==> src/hw/rtl/imu_tilt_compensation_macros.svh <==
// ----------------------------------------------------------------------------
// IMU tilt compensation assertion macros
// Shared concurrent assertion forms. The asserting module must have clk_i and
// rst_ni in scope.
// ----------------------------------------------------------------------------
`ifndef IMU_TILT_COMPENSATION_MACROS_SVH
`define IMU_TILT_COMPENSATION_MACROS_SVH

// Property checked on every rising clock edge outside of reset.
`define IMUTC_ASSERT(name, prop, msg) \
  name: assert property (@(posedge clk_i) disable iff (!rst_ni) prop) \
    else $error(msg);

// Same-cycle implication.
`define IMUTC_ASSERT_IMPLY(name, pre, post, msg) \
  `IMUTC_ASSERT(name, (pre) |-> (post), msg)

`endif

==> src/hw/rtl/imutc_pkg.sv <==
// ----------------------------------------------------------------------------
// IMU tilt compensation package
// Angle constants, the pipeline control bundle and the sine table generator.
// ----------------------------------------------------------------------------
`default_nettype none

package imutc_pkg;

  localparam int unsigned SINE_TABLE_BITS_DFLT = 10;

  // Angles are Q.7 degrees.
  localparam int unsigned CIRCLE_Q7 = 46080;
  localparam int unsigned HALF_Q7   = 23040;

  localparam logic [63:0] PI_HALF_Q30 = 64'd1686629713;

  // Stage enables and valid flags handed to the trigonometry pipeline.
  typedef struct packed {
    logic en1;
    logic en2;
    logic en3;
    logic en4;
    logic v2;
    logic v3;
  } imutc_ctl_t;

  // Quarter-wave sine entry j in Q1.15, for a quarter circle of 2^qbits steps.
  // Evaluated at elaboration only: Taylor series in Q2.30 up to x^11.
  function automatic logic [15:0] sine_entry(input int unsigned j,
                                             input int unsigned qbits);
    logic [63:0] x;
    logic [63:0] x2;
    logic [63:0] term;
    logic [63:0] v;
    longint      sum;
    x    = (64'(j) * PI_HALF_Q30) >> qbits;
    x2   = (x * x) >> 30;
    term = x;
    sum  = longint'(x);
    term = ((term * x2) >> 30) / 64'd6;
    sum  = sum - longint'(term);
    term = ((term * x2) >> 30) / 64'd20;
    sum  = sum + longint'(term);
    term = ((term * x2) >> 30) / 64'd42;
    sum  = sum - longint'(term);
    term = ((term * x2) >> 30) / 64'd72;
    sum  = sum + longint'(term);
    term = ((term * x2) >> 30) / 64'd110;
    sum  = sum - longint'(term);
    if (sum < 0) begin
      sum = 0;
    end
    if (sum > (longint'(1) << 30)) begin
      sum = longint'(1) << 30;
    end
    v = ((unsigned'(sum) * 64'd32767) + (64'd1 << 29)) >> 30;
    if (v > 64'd32767) begin
      v = 64'd32767;
    end
    return v[15:0];
  endfunction

endpackage

`default_nettype wire

==> src/hw/rtl/imutc_trig.sv <==
// ----------------------------------------------------------------------------
// IMU tilt compensation sine and cosine pipeline
// Maps a Q9.7 degree angle to the nearest table step and looks up its sine
// and cosine in a quarter-wave ROM. Four register stages.
// ----------------------------------------------------------------------------
`default_nettype none

`include "imu_tilt_compensation_macros.svh"

module imutc_trig import imutc_pkg::*; #(
  parameter int unsigned TABLE_BITS = SINE_TABLE_BITS_DFLT
) (
  input  wire logic               clk_i,
  input  wire logic               rst_ni,
  input  wire imutc_ctl_t         ctl_i,
  input  wire logic        [15:0] angle_i,
  output logic signed      [15:0] sin_o,
  output logic signed      [15:0] cos_o
);

  localparam int unsigned N     = 1 << TABLE_BITS;
  localparam int unsigned Q     = 1 << (TABLE_BITS - 2);
  localparam int unsigned SUMW  = 16 + TABLE_BITS;
  localparam int unsigned TW    = TABLE_BITS + 6;
  localparam int unsigned RS    = TW + 6;
  localparam int unsigned MW    = TW + 1;
  localparam int unsigned PRW   = TW + MW;
  localparam int unsigned QW    = TW - 5;
  localparam int unsigned IW    = TABLE_BITS - 1;
  localparam logic [MW-1:0] RECIP = MW'((longint'(1) << RS) / 45);

  function automatic logic [(Q+1)*16-1:0] build_rom();
    logic [(Q+1)*16-1:0] r;
    r = '0;
    for (int j = 0; j <= int'(Q); j++) begin
      r[j*16 +: 16] = sine_entry(32'(j), 32'(TABLE_BITS - 2));
    end
    return r;
  endfunction

  localparam logic [(Q+1)*16-1:0] ROM_BITS = build_rom();

  // Stage 1: reduce modulo a full circle and scale to steps (times 1/1024).
  logic [15:0]     amod;
  logic [SUMW-1:0] scaled;
  logic [TW-1:0]   t_q;

  always_comb begin
    amod   = (angle_i >= 16'(CIRCLE_Q7)) ? angle_i - 16'(CIRCLE_Q7) : angle_i;
    scaled = {amod, {TABLE_BITS{1'b0}}} + SUMW'(HALF_Q7);
  end

  always_ff @(posedge clk_i) begin
    if (ctl_i.en1) begin
      t_q <= scaled[SUMW-1:10];
    end
  end

  // Stage 2: divide by 45 through a reciprocal.
  logic [PRW-1:0] prod_q;
  logic [TW-1:0]  t2_q;

  always_ff @(posedge clk_i) begin
    if (ctl_i.en2) begin
      prod_q <= PRW'(t_q) * PRW'(RECIP);
      t2_q   <= t_q;
    end
  end

  // Stage 3: correct the estimate by one and fold steps into the quarter wave.
  logic [QW-1:0]         q_est;
  logic [TW-1:0]         rem;
  logic [QW-1:0]         q_fix;
  logic [TABLE_BITS-1:0] sin_step;
  logic [TABLE_BITS-1:0] cos_step;
  logic [IW-1:0]         sin_idx_d;
  logic [IW-1:0]         cos_idx_d;
  logic [IW-1:0]         sin_idx_q;
  logic [IW-1:0]         cos_idx_q;
  logic                  sin_neg_q;
  logic                  cos_neg_q;

  always_comb begin
    q_est    = prod_q[PRW-1:RS];
    rem      = t2_q - (TW'(q_est) * TW'(45));
    q_fix    = q_est + QW'(rem >= TW'(45));
    sin_step = q_fix[TABLE_BITS-1:0];
    cos_step = sin_step + TABLE_BITS'(Q);
    sin_idx_d = sin_step[TABLE_BITS-2] ?
                IW'(Q) - IW'(sin_step[TABLE_BITS-3:0]) : IW'(sin_step[TABLE_BITS-3:0]);
    cos_idx_d = cos_step[TABLE_BITS-2] ?
                IW'(Q) - IW'(cos_step[TABLE_BITS-3:0]) : IW'(cos_step[TABLE_BITS-3:0]);
  end

  always_ff @(posedge clk_i) begin
    if (ctl_i.en3) begin
      sin_idx_q <= sin_idx_d;
      cos_idx_q <= cos_idx_d;
      sin_neg_q <= sin_step[TABLE_BITS-1];
      cos_neg_q <= cos_step[TABLE_BITS-1];
    end
  end

  // Stage 4: registered ROM read.
  logic [15:0] sin_mag_q;
  logic [15:0] cos_mag_q;
  logic        sin_neg4_q;
  logic        cos_neg4_q;

  always_ff @(posedge clk_i) begin
    if (ctl_i.en4) begin
      sin_mag_q  <= ROM_BITS[{sin_idx_q, 4'b0000} +: 16];
      cos_mag_q  <= ROM_BITS[{cos_idx_q, 4'b0000} +: 16];
      sin_neg4_q <= sin_neg_q;
      cos_neg4_q <= cos_neg_q;
    end
  end

  // Table entries never exceed 32767, so the magnitude is a valid positive.
  assign sin_o = sin_neg4_q ? 16'sd0 - $signed(sin_mag_q) : $signed(sin_mag_q);
  assign cos_o = cos_neg4_q ? 16'sd0 - $signed(cos_mag_q) : $signed(cos_mag_q);

  `IMUTC_ASSERT_IMPLY(a_recip_error, ctl_i.v2, rem < TW'(90), "reciprocal estimate off by more than one")
  `IMUTC_ASSERT_IMPLY(a_step_bound, ctl_i.v2, q_fix <= QW'(N), "angle step beyond a full circle")
  `IMUTC_ASSERT_IMPLY(a_rom_index, ctl_i.v3, (sin_idx_q <= IW'(Q)) && (cos_idx_q <= IW'(Q)), "quarter-wave index out of range")

endmodule

`default_nettype wire

==> config.mk <==
export PLATFORM = sky130hd
export DESIGN_NAME = imutc_trig
export DESIGN_NICKNAME = d
export VERILOG_FILES = /design/src/hw/rtl/imutc_pkg.sv /design/src/hw/rtl/imutc_trig.sv
export VERILOG_INCLUDE_DIRS = /design/src /design/src/hw/rtl
export SDC_FILE = /design/constraint.sdc
export NUM_CORES = 1
export LEC_CHECK = 0
export CELL_PAD_IN_SITES_DETAIL_PLACEMENT = 2
export CELL_PAD_IN_SITES_GLOBAL_PLACEMENT = 2
export CORE_MARGIN = 2
export CORE_UTILIZATION = 30
export CTS_CLUSTER_DIAMETER = 100
export DETAILED_ROUTE_END_ITERATION = 8
export DONT_BUFFER_PORTS = 1
export MAX_ROUTING_LAYER = met4
export PLACE_DENSITY_LB_ADDON = 0.08
export SLEW_MARGIN = 30
export SYNTH_ARGS = -nofsm -noshare
export SYNTH_HDL_FRONTEND = slang
export SYNTH_SLANG_ARGS = --single-unit
==> constraint.sdc <==
create_clock -name clk_i -period 7.9 [get_ports clk_i]
set_input_delay 1.185 -clock clk_i [delete_from_list [all_inputs] [get_ports clk_i]]
set_output_delay 1.185 -clock clk_i [all_outputs]
set_load 0.01 [all_outputs]
==> flow_summary.json <==
{
  "ys_types": 77,
  "dp.cells": 2928,
  "slowest_stage": "edfxtp_1",
  "start_util": 0.302,
  "cts_tree": "done",
  "ios": 56,
  "critical_path_class": "register to register",
  "path_clk_slew_ns": 0.08,
  "clk_latency_ns": 0.38,
  "clock_skew_ns": 0.0170,
  "cp.arrival_ns": 6.65,
  "finalHoldViolations": 0,
  "synthArstFlopShare": 0,
  "slew_headroom": 0.278,
  "setup_violations": 0,
  "seqCellArea_um2": 2820,
  "worst_pin_slew_ns": 1.07,
  "setup_tns_ns": 0,
  "groute.usage.overall": 0.264,
  "grt_pass1_vias": 18600,
  "die_w_um": 248,
  "ys.flop_type": "edfxtp_1",
  "end_kind": "register",
  "drv_cap": 0,
  "cts_hold_buf": 0,
  "clockBufferDepth": 2,
  "fmax_mhz": 156,
  "nFillCells": 6873,
  "route.detailed.drc": 0,
  "num_vias": 17700,
  "numCtsBuffers": 9,
  "cts-htree-levels": 3,
  "grt_max_degree": 160,
  "synth-seq-area-share": 0.158,
  "multi_input_area_um2": 13400,
  "final_common_cell": "inv_1",
  "area_delta_synth_final_pct": 4.47,
  "antenna_left": 0,
  "dieArea_um2": 61300,
  "start_kind": "register",
  "drive_above_1_share": 0.0410,
  "crit_required_ns": 8.13,
  "cts_setup_buffers": 0,
  "portBuffers": 0,
  "cts_resized": 0,
  "fin_cells": 2944,
  "period_share": 0.813,
  "syn_inst": 2299,
  "drt_iter0_drc": 1173,
  "run_status": "finished, final reports clean",
  "critPathMaxStageDelay_ns": 0.55,
  "synth_area_um2": 17800,
  "synth-edff-count": 94,
  "grt_remaining_overflow": 0,
  "gp_congestion": 0.932,
  "crit_top_cell": "ha_1",
  "clock-sinks": 94,
  "via_per_inst": 6.01,
  "ys_ff_latch": 94,
  "dr.pass1.iters": 7,
  "min_period_ns": 6.42,
  "coreArea_um2": 58900,
  "top_layer": "met4",
  "most-common-layout-cells": "inv_1 (208), nand2_1 (205), o21ai_0 (200), ha_1 (197), nor2_1 (188)",
  "hpwlAfterDp_mm": 58.3,
  "path_max_fanout": 8,
  "syn_nets": 2612,
  "drt-wirelength-per-cell_um": 26.7,
  "final_nets": 2479,
  "rsz0062_at_grt": "no",
  "cts_root_buf": "clkbuf_16",
  "hold_path.class": "register to register",
  "antenna_found_initial": 0,
  "antennaDiodeCount": 0,
  "grt_pass1_wl_mm": 120,
  "dr_wl_met2_mm": 37.7,
  "yosysWarnings": 0,
  "wl_met3_mm": 3.89,
  "routed_wl_mm": 78.6,
  "worstPathCellList": "ha_1, xor2_1, ha_1, inv_1, fa_1, fa_1, inv_1, ha_1, or3_1, o221ai_1, o211ai_1, and4_1, a2111oi_0, and4_1, nand2_1, ha_1, nand3_1, xor2_1, and3_1, nand3_1, inv_1, nand3_1, nor2_1",
  "slew_violations": 0,
  "synth.avg_cell_area_um2": 7.75,
  "row_count": 89,
  "wl_met1_mm": 34.9,
  "die_h_um": 248
}
logic make-up (layout without fill, tap and decap cells):
logic type,Yosys count,count (layout),synth area share
flip-flops,94,94,0.158
AND/OR/NAND/NOR,677,677,0.177
multiplexers,32,32,0.0295
XOR/XNOR,97,97,0.0477
AO/OA/AOI/OAI,715,715,0.257
adder cells (fa/ha/maj),290,290,0.242
buffers and inverters,394,266,0.0884
metal layers:
metal	vias to the layer above	track usage
li1	8004	-
met1	9061	0.340
met2	505	0.435
met3	122	0.0341
met4	0	0.0715
met5	-	-
critical path: cells and delay by family, from the launching register on:
family / cells / cell delay [ns]
AOI/OAI and AO/OA: 3 / 0.95
buffers and inverters: 3 / 0.20
and+or+nand+nor: 9 / 1.77
DFF: 1 / 0.55
xor gates and xnor gates: 2 / 0.54
adders and majority gates: 6 / 2.25
cells in the mapped netlist (30+ instances only):
cell type  number  area, um2
a211oi_1       59        443
a21oi_1       163        816
a31oi_1        40        250
buf_2          53        265
clkbuf_1       99        372
edfxtp_1       94       2820
fa_1           92       1840
ha_1          197       2460
inv_1         209        785
nand2_1       205        769
nand3_1        41        205
nor2_1        188        706
nor2b_1        30        188
nor3_1         80        400
o211ai_1       40        300
o21ai_0       200       1000
o31ai_1        32        240
xnor2_1        64        561
xor2_1         33        289
registers in the layout (all words and copies together), names as in the netlist, 8 cells and up:
register / count
cos_idx_q: 8
cos_mag_q: 15
prod_q: 11
sin_idx_q: 9
sin_mag_q: 15
t2_q: 16
t_q: 16
cell type report:
type,instances,area share
multi-input cells,1811,0.721
flip-flops and latches,94,0.152
well taps,773,0.0520
inverters,215,0.0434
repair buffers,35,0.0155
clock buffers,9,0.0121
clock inverters,7,0.00437
worst paths after layout:
| check | startpoint | end | slack (ns) | cells after the start |
|---|---|---|---|---|
| worst max-delay path | prod_q[24] | sin_idx_q[8] | 1.48 | 23 |
| worst max register to register | prod_q[24] | sin_idx_q[8] | 1.48 | 23 |
| worst min-delay path | cos_neg_q | cos_neg4_q | 0.51 | 0 |
| worst min register to register | cos_neg_q | cos_neg4_q | 0.51 | 0 |
per-stage QoR:
step           area (um2)  setup slack, ns   util  hold WS (ns)
2_1_floorplan       17800             2.33      -         0.400
3_3_place_gp        18300             1.53  0.311         0.471
3_5_place_dp        18300             1.39  0.311         0.482
4_1_cts             18600             1.36  0.316         0.505
5_1_grt             18600            0.908  0.316         0.524
6_report            18600             1.48  0.316         0.505
Power is not shown: default switching activity piles up to over one toggle a cycle in this logic, so the estimate is an artifact.
